`config.mk`:
```
export PLATFORM = sky130hd
export DESIGN_NAME = tilemap_quad_vertex_generator_unit
export DESIGN_NICKNAME = d
export VERILOG_FILES = /design/src/design/tqvg_pkg.sv /design/src/design/tilemap_quad_vertex_generator_unit.sv /design/src/design/tqvg_front.sv /design/src/design/tqvg_fifo.sv /design/src/design/tqvg_div.sv /design/src/design/tqvg_back.sv
export SDC_FILE = /design/constraint.sdc
export NUM_CORES = 1
export LEC_CHECK = 0
export BUFFER_PORTS_ARGS = -buffer_cell sky130_fd_sc_hd__buf_2
export CELL_PAD_IN_SITES_DETAIL_PLACEMENT = 0
export CELL_PAD_IN_SITES_GLOBAL_PLACEMENT = 2
export CORE_ASPECT_RATIO = 2
export CORE_MARGIN = 4
export CORE_UTILIZATION = 30
export DETAILED_ROUTE_END_ITERATION = 12
export HOLD_SLACK_MARGIN = 0.12
export PLACE_DENSITY_LB_ADDON = 0.05
export RECOVER_POWER = 25
export SYNTH_ARGS = -nofsm -noshare
export SYNTH_HDL_FRONTEND = slang
export SYNTH_SLANG_ARGS = --single-unit
```
`constraint.sdc`:
```
create_clock -name clk_i -period 13.8 [get_ports clk_i]
set_input_delay 2.76 -clock clk_i [delete_from_list [all_inputs] [get_ports clk_i]]
set_output_delay 2.76 -clock clk_i [all_outputs]
set_load 0.02 [all_outputs]
```
`src/design/tqvg_pkg.sv`:
```
`timescale 1ns / 1ps
// ----------------------------------------------------------------------------
// Tilemap quad vertex generator package
// Shared types, register codes and helpers for the tile-to-quad pipeline.
// ----------------------------------------------------------------------------
package tqvg_pkg;

  localparam int unsigned TileW        = 12;
  localparam int unsigned PosW         = 8;
  localparam int unsigned RegW         = 9;
  localparam int unsigned CfgIdxW      = 3;
  localparam int unsigned MaxTileValue = 4095;

  // register indexes on the configuration port
  localparam logic [CfgIdxW-1:0] CfgGridCols = 3'd0;
  localparam logic [CfgIdxW-1:0] CfgOutTileW = 3'd1;
  localparam logic [CfgIdxW-1:0] CfgOutTileH = 3'd2;
  localparam logic [CfgIdxW-1:0] CfgSrcTileW = 3'd3;
  localparam logic [CfgIdxW-1:0] CfgSrcTileH = 3'd4;
  localparam logic [CfgIdxW-1:0] CfgTexCols  = 3'd5;

  // corner codes, emitted in this order
  localparam logic [1:0] CornerTl = 2'd0;
  localparam logic [1:0] CornerTr = 2'd1;
  localparam logic [1:0] CornerBr = 2'd2;
  localparam logic [1:0] CornerBl = 2'd3;

  typedef struct packed {
    logic [11:0] tile_value;
    logic        start_of_map;
  } tile_req_t;

  typedef struct packed {
    logic [16:0] pos_x;
    logic [16:0] pos_y;
    logic [16:0] tex_x;
    logic [20:0] tex_y;
    logic [1:0]  corner;
    logic        last_corner;
  } vertex_t;

  typedef struct packed {
    logic [RegW-1:0] grid_cols;
    logic [RegW-1:0] out_tile_w;
    logic [RegW-1:0] out_tile_h;
    logic [RegW-1:0] src_tile_w;
    logic [RegW-1:0] src_tile_h;
    logic [RegW-1:0] tex_cols;
  } cfg_t;

  // one queued tile: texture index (value minus one) and its grid cell
  typedef struct packed {
    logic [TileW-1:0] tile_idx;
    logic [PosW-1:0]  col;
    logic [PosW-1:0]  row;
  } tile_job_t;

  typedef enum logic [1:0] {
    BkIdle,
    BkDiv,
    BkEmit
  } back_state_e;

  // clamp a register to the range 1..256
  function automatic logic [RegW-1:0] eff_dim(input logic [RegW-1:0] r);
    logic [RegW-1:0] v;
    v = r;
    if (r == '0) begin
      v = 9'd1;
    end else if (r > 9'd256) begin
      v = 9'd256;
    end
    return v;
  endfunction

endpackage

```
`src/design/tilemap_quad_vertex_generator_unit.sv`:
```
`timescale 1ns / 1ps
// ----------------------------------------------------------------------------
// Tilemap quad vertex generator
// Turns a row-major stream of tile numbers into four textured quad corners.
// ----------------------------------------------------------------------------
// The front end takes one tile request per cycle while the job queue has
// room; empty tiles only advance the grid position and are absorbed there.
// Each non-empty tile goes through the back end in order: it is picked from
// the queue, the one-bit-per-cycle divider splits its texture index into row
// and column, a hand-over step follows, and the four corners are emitted from
// the output register, one vertex a cycle while the receiver is ready. The
// next tile is picked only after the last corner of this one is loaded; up to
// QUEUE_DEPTH tiles wait between the two halves. The user must write the
// registers only while no tile is in flight; the block does not enforce it.
module tilemap_quad_vertex_generator_unit #(
  parameter int unsigned QUEUE_DEPTH = 2
) (
  input  logic                           clk_i,
  input  logic                           rst_ni,
  input  logic                           in_valid_i,
  output logic                           in_ready_o,
  input  tqvg_pkg::tile_req_t            in_req_i,
  output logic                           out_valid_o,
  input  logic                           out_ready_i,
  output tqvg_pkg::vertex_t              out_vtx_o,
  input  logic                           cfg_we_i,
  input  logic [tqvg_pkg::CfgIdxW-1:0]   cfg_idx_i,
  input  logic [tqvg_pkg::RegW-1:0]      cfg_wdata_i
);

  tqvg_pkg::cfg_t      cfg_q, cfg_d;
  tqvg_pkg::tile_job_t push_job, head_job;
  logic                q_push, q_pop, q_full, q_empty;

  always_comb begin
    cfg_d = cfg_q;
    if (cfg_we_i) begin
      case (cfg_idx_i)
        tqvg_pkg::CfgGridCols: cfg_d.grid_cols  = cfg_wdata_i;
        tqvg_pkg::CfgOutTileW: cfg_d.out_tile_w = cfg_wdata_i;
        tqvg_pkg::CfgOutTileH: cfg_d.out_tile_h = cfg_wdata_i;
        tqvg_pkg::CfgSrcTileW: cfg_d.src_tile_w = cfg_wdata_i;
        tqvg_pkg::CfgSrcTileH: cfg_d.src_tile_h = cfg_wdata_i;
        tqvg_pkg::CfgTexCols:  cfg_d.tex_cols   = cfg_wdata_i;
        default:               cfg_d = cfg_q;
      endcase
    end
  end

  always_ff @(posedge clk_i or negedge rst_ni) begin
    if (!rst_ni) begin
      cfg_q.grid_cols  <= 9'd40;
      cfg_q.out_tile_w <= 9'd16;
      cfg_q.out_tile_h <= 9'd16;
      cfg_q.src_tile_w <= 9'd16;
      cfg_q.src_tile_h <= 9'd16;
      cfg_q.tex_cols   <= 9'd16;
    end else begin
      cfg_q <= cfg_d;
    end
  end

  tqvg_front u_front (
    .clk_i       (clk_i),
    .rst_ni      (rst_ni),
    .in_valid_i  (in_valid_i),
    .in_ready_o  (in_ready_o),
    .in_req_i    (in_req_i),
    .grid_cols_i (cfg_q.grid_cols),
    .q_full_i    (q_full),
    .q_push_o    (q_push),
    .q_job_o     (push_job)
  );

  tqvg_fifo #(
    .DEPTH (QUEUE_DEPTH)
  ) u_fifo (
    .clk_i       (clk_i),
    .rst_ni      (rst_ni),
    .push_i      (q_push),
    .push_data_i (push_job),
    .pop_i       (q_pop),
    .pop_data_o  (head_job),
    .full_o      (q_full),
    .empty_o     (q_empty)
  );

  tqvg_back u_back (
    .clk_i       (clk_i),
    .rst_ni      (rst_ni),
    .cfg_i       (cfg_q),
    .q_empty_i   (q_empty),
    .q_job_i     (head_job),
    .q_pop_o     (q_pop),
    .out_valid_o (out_valid_o),
    .out_ready_i (out_ready_i),
    .out_vtx_o   (out_vtx_o)
  );

`ifndef ASSERT_OFF
  // the queue must never be offered a tile it cannot hold
  a_no_push_full: assert property (@(posedge clk_i) disable iff (!rst_ni)
    q_push |-> !q_full)
    else $error("tile pushed into full queue");

  // corners of one tile follow without a gap once the first is taken
  a_corner_burst: assert property (@(posedge clk_i) disable iff (!rst_ni)
    (out_valid_o && out_ready_i && !out_vtx_o.last_corner) |=> out_valid_o)
    else $error("gap inside a vertex burst");

  a_last_flag: assert property (@(posedge clk_i) disable iff (!rst_ni)
    out_valid_o |-> (out_vtx_o.last_corner == (out_vtx_o.corner == tqvg_pkg::CornerBl)))
    else $error("last corner flag does not match corner");

  // after a non-last corner is taken the next one is its successor
  a_corner_order: assert property (@(posedge clk_i) disable iff (!rst_ni)
    (out_valid_o && out_ready_i && !out_vtx_o.last_corner) |=>
    (out_vtx_o.corner == $past(out_vtx_o.corner) + 2'd1))
    else $error("corner order broken");
`endif

endmodule

```
`src/design/tqvg_front.sv`:
```
`timescale 1ns / 1ps
// ----------------------------------------------------------------------------
// Tilemap front end
// Accepts tile requests, tracks the grid cell and queues non-empty tiles.
// ----------------------------------------------------------------------------
module tqvg_front (
  input  logic                        clk_i,
  input  logic                        rst_ni,
  input  logic                        in_valid_i,
  output logic                        in_ready_o,
  input  tqvg_pkg::tile_req_t         in_req_i,
  input  logic [tqvg_pkg::RegW-1:0]   grid_cols_i,
  input  logic                        q_full_i,
  output logic                        q_push_o,
  output tqvg_pkg::tile_job_t         q_job_o
);

  logic [tqvg_pkg::PosW-1:0] col_q, col_d, row_q, row_d;
  logic [tqvg_pkg::PosW-1:0] col_now, row_now;
  logic [tqvg_pkg::PosW:0]   col_inc;
  logic [tqvg_pkg::TileW:0]  tv_ext;
  logic [tqvg_pkg::TileW-1:0] tv_clamp;
  logic                      accept;

  assign in_ready_o = !q_full_i;
  assign accept     = in_valid_i && in_ready_o;

  // start of map clears the position before this tile uses it
  assign col_now = in_req_i.start_of_map ? '0 : col_q;
  assign row_now = in_req_i.start_of_map ? '0 : row_q;
  assign col_inc = {1'b0, col_now} + 9'd1;

  assign tv_ext   = {1'b0, in_req_i.tile_value};
  assign tv_clamp = (tv_ext > 13'(tqvg_pkg::MaxTileValue)) ?
                    12'(tqvg_pkg::MaxTileValue) : in_req_i.tile_value;

  always_comb begin
    col_d = col_q;
    row_d = row_q;
    if (accept) begin
      if (col_inc >= tqvg_pkg::eff_dim(grid_cols_i)) begin
        col_d = '0;
        row_d = (row_now == 8'd255) ? row_now : row_now + 8'd1;
      end else begin
        col_d = col_inc[tqvg_pkg::PosW-1:0];
        row_d = row_now;
      end
    end
  end

  always_ff @(posedge clk_i or negedge rst_ni) begin
    if (!rst_ni) begin
      col_q <= '0;
      row_q <= '0;
    end else begin
      col_q <= col_d;
      row_q <= row_d;
    end
  end

  // drop empty tiles here: they only move the position
  assign q_push_o         = accept && (in_req_i.tile_value != '0);
  assign q_job_o.tile_idx = tv_clamp - 12'd1;
  assign q_job_o.col      = col_now;
  assign q_job_o.row      = row_now;

endmodule

```
`src/design/tqvg_fifo.sv`:
```
`timescale 1ns / 1ps
// ----------------------------------------------------------------------------
// Tile job queue
// Short first-in first-out buffer between the front and back ends.
// ----------------------------------------------------------------------------
module tqvg_fifo #(
  parameter int unsigned DEPTH = 2
) (
  input  logic                clk_i,
  input  logic                rst_ni,
  input  logic                push_i,
  input  tqvg_pkg::tile_job_t push_data_i,
  input  logic                pop_i,
  output tqvg_pkg::tile_job_t pop_data_o,
  output logic                full_o,
  output logic                empty_o
);

  localparam int unsigned AddrW = (DEPTH > 1) ? $clog2(DEPTH) : 1;
  localparam int unsigned CntW  = $clog2(DEPTH + 1);

  tqvg_pkg::tile_job_t mem_q [DEPTH];
  logic [AddrW-1:0] wr_ptr_q, wr_ptr_d, rd_ptr_q, rd_ptr_d;
  logic [CntW-1:0]  cnt_q, cnt_d;
  logic             do_push, do_pop;

  assign full_o  = (cnt_q == CntW'(DEPTH));
  assign empty_o = (cnt_q == '0);
  assign do_push = push_i && !full_o;
  assign do_pop  = pop_i && !empty_o;
  assign pop_data_o = mem_q[rd_ptr_q];

  always_comb begin
    wr_ptr_d = wr_ptr_q;
    rd_ptr_d = rd_ptr_q;
    cnt_d    = cnt_q;
    if (do_push) begin
      wr_ptr_d = (wr_ptr_q == AddrW'(DEPTH - 1)) ? '0 : wr_ptr_q + AddrW'(1);
    end
    if (do_pop) begin
      rd_ptr_d = (rd_ptr_q == AddrW'(DEPTH - 1)) ? '0 : rd_ptr_q + AddrW'(1);
    end
    if (do_push && !do_pop) begin
      cnt_d = cnt_q + CntW'(1);
    end else if (do_pop && !do_push) begin
      cnt_d = cnt_q - CntW'(1);
    end
  end

  always_ff @(posedge clk_i or negedge rst_ni) begin
    if (!rst_ni) begin
      wr_ptr_q <= '0;
      rd_ptr_q <= '0;
      cnt_q    <= '0;
    end else begin
      wr_ptr_q <= wr_ptr_d;
      rd_ptr_q <= rd_ptr_d;
      cnt_q    <= cnt_d;
    end
  end

  always_ff @(posedge clk_i) begin
    if (do_push) begin
      mem_q[wr_ptr_q] <= push_data_i;
    end
  end

endmodule

```
`src/design/tqvg_div.sv`:
```
`timescale 1ns / 1ps
// ----------------------------------------------------------------------------
// Texture index divider
// Restoring divider, one quotient bit per cycle, for texture row and column.
// ----------------------------------------------------------------------------
module tqvg_div (
  input  logic                       clk_i,
  input  logic                       rst_ni,
  input  logic                       start_i,
  input  logic [tqvg_pkg::TileW-1:0] dividend_i,
  input  logic [tqvg_pkg::RegW-1:0]  divisor_i,
  output logic                       done_o,
  output logic [tqvg_pkg::TileW-1:0] quot_o,
  output logic [tqvg_pkg::RegW-1:0]  rem_o
);

  localparam int unsigned CntW = $clog2(tqvg_pkg::TileW + 1);

  logic                       busy_q, busy_d, done_q, done_d;
  logic [CntW-1:0]            cnt_q, cnt_d;
  logic [tqvg_pkg::TileW-1:0] quot_q, quot_d;
  logic [tqvg_pkg::RegW-1:0]  rem_q, rem_d, dvs_q, dvs_d;
  logic [tqvg_pkg::RegW:0]    rem_sh, rem_sub;
  logic                       fits;

  assign rem_sh  = {rem_q, quot_q[tqvg_pkg::TileW-1]};
  assign fits    = (rem_sh >= {1'b0, dvs_q});
  assign rem_sub = rem_sh - {1'b0, dvs_q};

  always_comb begin
    busy_d = busy_q;
    done_d = 1'b0;
    cnt_d  = cnt_q;
    quot_d = quot_q;
    rem_d  = rem_q;
    dvs_d  = dvs_q;
    if (start_i) begin
      busy_d = 1'b1;
      cnt_d  = '0;
      quot_d = dividend_i;
      rem_d  = '0;
      dvs_d  = divisor_i;
    end else if (busy_q) begin
      // remainder stays below the divisor, so it fits in RegW bits
      rem_d  = fits ? rem_sub[tqvg_pkg::RegW-1:0] : rem_sh[tqvg_pkg::RegW-1:0];
      quot_d = {quot_q[tqvg_pkg::TileW-2:0], fits};
      cnt_d  = cnt_q + CntW'(1);
      if (cnt_q == CntW'(tqvg_pkg::TileW - 1)) begin
        busy_d = 1'b0;
        done_d = 1'b1;
      end
    end
  end

  always_ff @(posedge clk_i or negedge rst_ni) begin
    if (!rst_ni) begin
      busy_q <= 1'b0;
      done_q <= 1'b0;
      cnt_q  <= '0;
    end else begin
      busy_q <= busy_d;
      done_q <= done_d;
      cnt_q  <= cnt_d;
    end
  end

  always_ff @(posedge clk_i) begin
    quot_q <= quot_d;
    rem_q  <= rem_d;
    dvs_q  <= dvs_d;
  end

  assign done_o = done_q;
  assign quot_o = quot_q;
  assign rem_o  = rem_q;

endmodule

```
`src/design/tqvg_back.sv`:
```
`timescale 1ns / 1ps
// ----------------------------------------------------------------------------
// Tilemap back end
// Takes queued tiles, divides the texture index and emits four vertices.
// ----------------------------------------------------------------------------
module tqvg_back (
  input  logic                clk_i,
  input  logic                rst_ni,
  input  tqvg_pkg::cfg_t      cfg_i,
  input  logic                q_empty_i,
  input  tqvg_pkg::tile_job_t q_job_i,
  output logic                q_pop_o,
  output logic                out_valid_o,
  input  logic                out_ready_i,
  output tqvg_pkg::vertex_t   out_vtx_o
);

  tqvg_pkg::back_state_e       state_q, state_d;
  logic [1:0]                  corner_q, corner_d;
  logic [tqvg_pkg::PosW-1:0]   col_q, row_q;
  logic                        out_valid_q, out_valid_d;
  tqvg_pkg::vertex_t           out_q, vtx;
  logic                        div_done, load;
  logic [tqvg_pkg::TileW-1:0]  trow;
  logic [tqvg_pkg::RegW-1:0]   tcol;
  logic                        dx, dy;
  logic [17:0]                 px_full, py_full, tx_full;
  logic [21:0]                 ty_full;

  tqvg_div u_div (
    .clk_i      (clk_i),
    .rst_ni     (rst_ni),
    .start_i    (q_pop_o),
    .dividend_i (q_job_i.tile_idx),
    .divisor_i  (tqvg_pkg::eff_dim(cfg_i.tex_cols)),
    .done_o     (div_done),
    .quot_o     (trow),
    .rem_o      (tcol)
  );

  always_comb begin
    state_d = state_q;
    case (state_q)
      tqvg_pkg::BkIdle: begin
        if (!q_empty_i) begin
          state_d = tqvg_pkg::BkDiv;
        end
      end
      tqvg_pkg::BkDiv: begin
        if (div_done) begin
          state_d = tqvg_pkg::BkEmit;
        end
      end
      tqvg_pkg::BkEmit: begin
        if (load && corner_q == tqvg_pkg::CornerBl) begin
          state_d = tqvg_pkg::BkIdle;
        end
      end
      default: state_d = tqvg_pkg::BkIdle;
    endcase
  end

  always_comb begin
    q_pop_o = 1'b0;
    load    = 1'b0;
    case (state_q)
      tqvg_pkg::BkIdle: q_pop_o = !q_empty_i;
      tqvg_pkg::BkEmit: load = !out_valid_q || out_ready_i;
      default: begin
        q_pop_o = 1'b0;
        load    = 1'b0;
      end
    endcase
  end

  assign corner_d = (state_q == tqvg_pkg::BkDiv) ? tqvg_pkg::CornerTl :
                    load ? corner_q + 2'd1 : corner_q;
  assign out_valid_d = load ? 1'b1 : (out_ready_i ? 1'b0 : out_valid_q);

  // corner offsets
  assign dx = (corner_q == tqvg_pkg::CornerTr) || (corner_q == tqvg_pkg::CornerBr);
  assign dy = (corner_q == tqvg_pkg::CornerBr) || (corner_q == tqvg_pkg::CornerBl);

  assign px_full = 18'({1'b0, col_q} + {8'd0, dx}) *
                   18'(tqvg_pkg::eff_dim(cfg_i.out_tile_w));
  assign py_full = 18'({1'b0, row_q} + {8'd0, dy}) *
                   18'(tqvg_pkg::eff_dim(cfg_i.out_tile_h));
  assign tx_full = 18'(tcol + {8'd0, dx}) *
                   18'(tqvg_pkg::eff_dim(cfg_i.src_tile_w));
  assign ty_full = 22'({1'b0, trow} + {12'd0, dy}) *
                   22'(tqvg_pkg::eff_dim(cfg_i.src_tile_h));

  always_comb begin
    vtx.pos_x       = px_full[16:0];
    vtx.pos_y       = py_full[16:0];
    vtx.tex_x       = tx_full[16:0];
    vtx.tex_y       = ty_full[20:0];
    vtx.corner      = corner_q;
    vtx.last_corner = (corner_q == tqvg_pkg::CornerBl);
  end

  always_ff @(posedge clk_i or negedge rst_ni) begin
    if (!rst_ni) begin
      state_q     <= tqvg_pkg::BkIdle;
      corner_q    <= tqvg_pkg::CornerTl;
      out_valid_q <= 1'b0;
    end else begin
      state_q     <= state_d;
      corner_q    <= corner_d;
      out_valid_q <= out_valid_d;
    end
  end

  always_ff @(posedge clk_i) begin
    if (q_pop_o) begin
      col_q <= q_job_i.col;
      row_q <= q_job_i.row;
    end
    if (load) begin
      out_q <= vtx;
    end
  end

  assign out_valid_o = out_valid_q;
  assign out_vtx_o   = out_q;

endmodule

```
Yosys cells after proc, flatten, opt, wreduce, memory -nomap -nowiden

Memory sizes are Yosys's and may differ from the RTL's.
Index checks and enable logic that the tools add are counted.

Bits of input ports: 30
Memories: 1
Bits in registers: 206
Memory bits (writable): 56

Memories:

| name         | words | width | rd ports | clocked after Yosys merged registers in | wr ports | line            | source |
|---|---|---|---|---|---|---|---|
| u_fifo.mem_q | 2     | 28    | 1        | 0                                       | 1        | tqvg_fifo.sv:22 | `tqvg_pkg::tile_job_t mem_q [DEPTH];` |

Multipliers: 4
Equal/unequal tests: 16
$lt $le $gt $ge: 9
Add/subtract/negate cells: 14
Multiplexer cells: 45
Reductions and logical operators: 37

Operator list:

| operator                                            | number |
|---|---|
| two-way mux 9 bit                                   | 13 |
| > comparator 9 bit (second input constant)          | 6 |
| logical NOT 9 bit                                   | 6 |
| multiplier 18 x 9 -> 17 bit                         | 3 |
| two-way mux 8 bit                                   | 5 |
| two-way mux 12 bit                                  | 3 |
| multiplier 22 x 9 -> 21 bit                         | 1 |
| adder 8 x 1 -> 9 bit                                | 2 |
| two-way mux 1 bit                                   | 14 |
| two-way mux 2 bit                                   | 7 |
| adder 12 x 1 -> 13 bit                              | 1 |
| > comparator 12 bit (second input constant)         | 1 |
| AND reduction 2 bit                                 | 6 |
| nonzero test 12 bit                                 | 1 |
| subtractor 12 x 1 -> 12 bit (second input constant) | 1 |
| adder 9 x 1 -> 10 bit                               | 1 |
| greater-or-equal comparator 10 x 9 -> 1 bit         | 1 |
| adder 8 x 1 -> 9 bit (second input constant)        | 1 |
| greater-or-equal comparator 9 bit                   | 1 |
| subtractor 9 bit                                    | 1 |
| adder 8 x 1 -> 8 bit (second input constant)        | 1 |
| equality test 2 bit (second input constant)         | 4 |
| equality test 8 bit (second input constant)         | 1 |
| two-way mux 4 bit                                   | 2 |
| other kinds (20)                                    | 42 |

Depth between registers and ports, before layout

Depth in word-level cells: 9
Gate-level depth with buffers: 25
Gate-level depth less buffers: 25

Modules after synthesis

A second synthesis with hierarchy kept.

Cell total of the unflattened synthesis: 2247
Area, all modules: 23120.9 um2

Modules (own cells, without submodules):

| module                             | times used | area an instance (um2) | cells an instance |
|---|---|---|---|
| tqvg_back                          | 1          | 15308.4                | 1660 |
| tqvg_fifo                          | 1          | 2264.7                 | 106 |
| tilemap_quad_vertex_generator_unit | 1          | 2059.5                 | 118 |
| tqvg_div                           | 1          | 1928.1                 | 169 |
| tqvg_front                         | 1          | 1560.2                 | 194 |

Worst setup path after synthesis

OpenSTA, ideal clock, no wires.

Path kind: flip-flop to flip-flop
Start: register u_back.corner_q[0]
End: register u_back.out_q, in the netlist u_back.out_vtx_o[23] (data pin)
Path buffers: 0
Slack: 7666 ps
Library setup time: 260 ps
Data arrival time: 5874 ps
Cell stages (with the launch flop): 24
Clock period less this slack: 6134 ps
Data required time: 13540 ps
Cells stage by stage: dfrtp_1 > ha_1 > or2_2 > ha_1 > ha_1 > nand2_1 > nor2_2 > and3_1 > and3_1 > xnor2_1 > nor2_1 > fa_1 > fa_1 > fa_1 > inv_1 > fa_1 > inv_1 > ha_1 > a21o_1 > a2111o_1 > a41o_1 > a31o_2 > a21oi_2 > xnor2_1

RTL lines:

| item                   | line             | source |
|---|---|---|
| from (decl)            | tqvg_back.sv:19  | `logic [1:0] corner_q, corner_d;` |
| from (signal assigned) | tqvg_back.sv:105 | `corner_q <= tqvg_pkg::CornerTl;` |
| from (signal assigned) | tqvg_back.sv:109 | `corner_q <= corner_d;` |
| to (signal assigned)   | tqvg_back.sv:120 | `out_q <= vtx;` |
| to (decl)              | tqvg_back.sv:22  | `tqvg_pkg::vertex_t out_q, vtx;` |

Final worst setup path

Start: register u_back.corner_q[0]
End: register u_back.out_q, in the netlist u_back.out_vtx_o[39] (data pin)

Longest elaborated chain between the ends: 4

Ends and longest elaborated chain:

| item                                                                | line            | source |
|---|---|---|
| equality test 2 x 1 -> 1 bit or equality test 2 bit (tied branches) | tqvg_back.sv:81 | `assign dx = (corner_q == tqvg_pkg::CornerTr) \|\| (corner_q == tqvg_pkg::CornerBr);` |
| logical OR 1 bit (*)                                                | tqvg_back.sv:81 |  |
| adder 9 x 1 -> 10 bit (*)                                           | tqvg_back.sv:88 | `assign tx_full = 18'(tcol + {8'd0, dx}) *` |
| multiplier 18 x 9 -> 17 bit (*)                                     | tqvg_back.sv:88 |  |
| named net u_back.tx_full[15]                                        | tqvg_back.sv:27 | `logic [17:0] px_full, py_full, tx_full;` |

The timed path passes the listed nets; every way through them passes the cells marked *.
A chain may end at the register's enable or synchronous reset.

==> results_dict.tcl <==
set metrics [dict create \
    synth_edf_count 168 \
    clock_sinks 262 \
    postSynth.asyncResetShare 0.324 \
    crit_path_end_kind "flop" \
    rows 143 \
    hold_start "u_fifo.wr_ptr_q" \
    yosysTopAreaCell "edfxtp_1" \
    synth_area_leaders "edfxtp_1 (22%), fa_1 (20%), ha_1 (9.8%), dfrtp_1 (8.5%), inv_1 (6.1%)" \
    detail-route-antenna-nets 0 \
    critical_path_class "flop to flop" \
    grt_pass1_vias 17300 \
    required_ns 14.25 \
    die_area_mm2 0.0810 \
    crit_arrival_ns 7.26 \
    r2r_slack_ns 6.98 \
    setup_tns_ns 0 \
    numPortBuffers 106 \
    root_buffer "clkbuf_16" \
    pin_count 107 \
    gr-total-overflow 0 \
    synth_seq_cells 262 \
    rsz0062_at_grt "no" \
    cts_tree "built" \
    syn_inst 2271 \
    synth_nets 2712 \
    status "complete, but fails checks" \
    synth.most_common_cell "inv_1" \
    holdCritPathClass "flop to flop" \
    yosysSeqAreaShare 0.322 \
    period_needed_ns 6.82 \
    clk_pin_slew_ns 0.07 \
    fill_cells 8049 \
    viasPerCell 4.57 \
    hold_viol_final 0 \
    cts_buffers 28 \
    dominantRegCellSynth "edfxtp_1" \
    wl_per_cell_um 18.8 \
    relSlewSlack -0.317 \
    maxCapViolations 2 \
    ys_types 77 \
    ir_drop_mv 0.115 \
    cp_max_fo 5 \
    cts_resized 0 \
    via_count 15600 \
    fp.coreArea_mm2 0.0759 \
    antenna_found_initial 4 \
    p_total_mw 6.16 \
    finalSetupViolCount 0 \
    clockBufferDepth 3 \
    drive_above_1_share 0.108 \
    htreeDepth 1 \
    drt-total-wl_um 64200 \
    clk_latency_ns 0.58 \
    grt_pass1_wl_um 101000 \
    setup.worst_path.start_class "flop" \
    crit_start "u_back.corner_q[0]" \
    hpwlAfterDp_um 53200 \
    p_per_area_mw_per_mm2 242 \
    start_util 0.302 \
    fin_worst_skew_ns 0.0164 \
    violations "capacitance limit, slew limit" \
    dieHeight_um 399 \
    synth_top_area_frac 0.220 \
    gp_congestion 0.839 \
    cts_hold_buf 0 \
    grt_max_degree 67 \
    min_period_over_period 0.494 \
    post-cts-setup-buffer-count 0 \
    nNetsFinal 2810 \
    max_freq_mhz 147 \
    r2r_start "u_back.corner_q[0]" \
    synth_top_cells_by_count "inv_1 (373), nand2_1 (250), fa_1 (232)" \
    yosys_warnings 0 \
    grt_util_all_layers 0.161 \
    p_leak_nw 11.7 \
    synth_area_per_cell_um2 10.1 \
    syn2layout_area_growth_pct 11.4 \
    syn_area_mm2 0.0229 \
    drv_slew 30 \
    dr.pass1.iters 5 \
    route.detailed.drc 0 \
    drt_iter0_markers 437 \
    die_w_um 203 \
    tightest_slew_ns 1.98 \
]
[cells in the final DEF, fill, tap and decap left out, types with 14 or more instances in the layout]
master | netlist | final
inv_1 | 373 | 373
edfxtp_1 | 168 | 168
o21a_1 | 18 | 18
mux2i_1 | 18 | 18
xor2_1 | 51 | 51
a21oi_1 | 47 | 47
ha_1 | 179 | 179
and3_1 | 14 | 14
buf_2 | 4 | 103
and2_1 | 86 | 72
dfrtp_1 | 78 | 78
o21ai_0 | 52 | 52
nor2b_1 | 50 | 50
nand2_1 | 250 | 250
mux2_2 | 70 | 70
nor2_1 | 203 | 203
xnor2_1 | 79 | 79
nand3_1 | 33 | 33
nor3_1 | 27 | 26
nand2b_1 | 34 | 34
fa_1 | 232 | 232
clkbuf_16 | 0 | 29
[sequential cells by signal, summed over array words and instances (netlist names), 9 cells and up]
| name | count |
|---|---|
| cfg_q | 54 |
| u_back.out_vtx_o | 75 |
| u_back.u_div.dvs_q | 9 |
| u_back.u_div.quot_o | 12 |
| u_back.u_div.rem_o | 9 |
| u_fifo.mem_q | 56 |
[power breakdown]
part / switching [mW] / internal, mW / total, mW
Clock: 0.338 / 0.447 / 0.785
Combinational: 2.39 / 1.62 / 4.01
Sequential: 0.169 / 1.20 / 1.37
Total: 2.90 / 3.26 / 6.16
[kinds of logic (layout without fill, tap and decap cells)]
| group | count (synthesis) | after routing | synth area share |
|---|---|---|---|
| simple gates | 753 | 753 | 0.156 |
| compound gates | 201 | 201 | 0.0583 |
| mux | 88 | 88 | 0.0423 |
| buf+inv | 425 | 544 | 0.0703 |
| other cells | 0 | 1 | 0 |
| xor+xnor | 131 | 131 | 0.0505 |
| fa+ha+maj | 411 | 411 | 0.301 |
| flops | 262 | 262 | 0.322 |
[critical path, cell delays in order (launching register included)]
cell	delay, ns
dfrtp_1	0.40
inv_1	0.06
ha_1	0.30
inv_1	0.13
ha_1	0.24
nand4_2	0.13
or2_2	0.33
xnor2_1	0.67
nand2_1	0.17
fa_1	0.58
inv_1	0.05
fa_1	0.50
inv_1	0.05
fa_1	0.47
fa_1	0.55
inv_1	0.04
ha_1	0.34
nand2_1	0.08
o21ai_0	0.15
o41ai_1	0.56
a21oi_1	0.26
or4b_1	0.52
nand4b_1	0.10
[area by class of cell]
class | count | area (um^2) | share of cell area
Antenna cell | 1 | 2.50 | 0.0000982
Clock buffer | 37 | 766 | 0.0300
Clock inverter | 14 | 156 | 0.00614
Inverter | 375 | 1410 | 0.0553
Multi-Input combinational cell | 1584 | 13900 | 0.546
Sequential cell | 262 | 7360 | 0.289
Tap cell | 1015 | 1270 | 0.0498
Timing Repair Buffer | 118 | 609 | 0.0239
[stage by stage]
step / setup WS (ns) / instances / utilization / hold WS [ns] / cell area [um^2]
after global placement: 6.96 / 3354 / 0.324 / 0.488 / 24600
after CTS: 6.88 / 3405 / 0.336 / 0.510 / 25500
after global routing: 6.58 / 3405 / 0.336 / 0.525 / 25500
after detailed placement: 6.90 / 3354 / 0.324 / 0.500 / 24600
final: 6.98 / 3406 / 0.336 / 0.505 / 25500
after floorplan: 7.67 / 2271 / - / 0.437 / 22900
[path summary, 6_finish.rpt]
kind	to	depth (start not counted)
max	u_back.out_vtx_o[39]	22
min	u_fifo.wr_ptr_q	1
max reg2reg	u_back.out_vtx_o[39]	22
min reg2reg	u_fifo.wr_ptr_q	1
max in group asynchronous	u_front.col_q[3]	2
min in group asynchronous	u_back.u_div.cnt_q[2]	1
[layer usage]
metal	track usage	wire [um]	part of all wire	vias to the layer above
met1	0.168	22900	0.36	7728
met2	0.334	37800	0.59	211
met3	0.0142	1530	0.024	69
met5	0	8	0.00012	-
met4	0.0475	1940	0.030	2
li1	-	-	-	7559
Power figures use the tool's default switching activity.
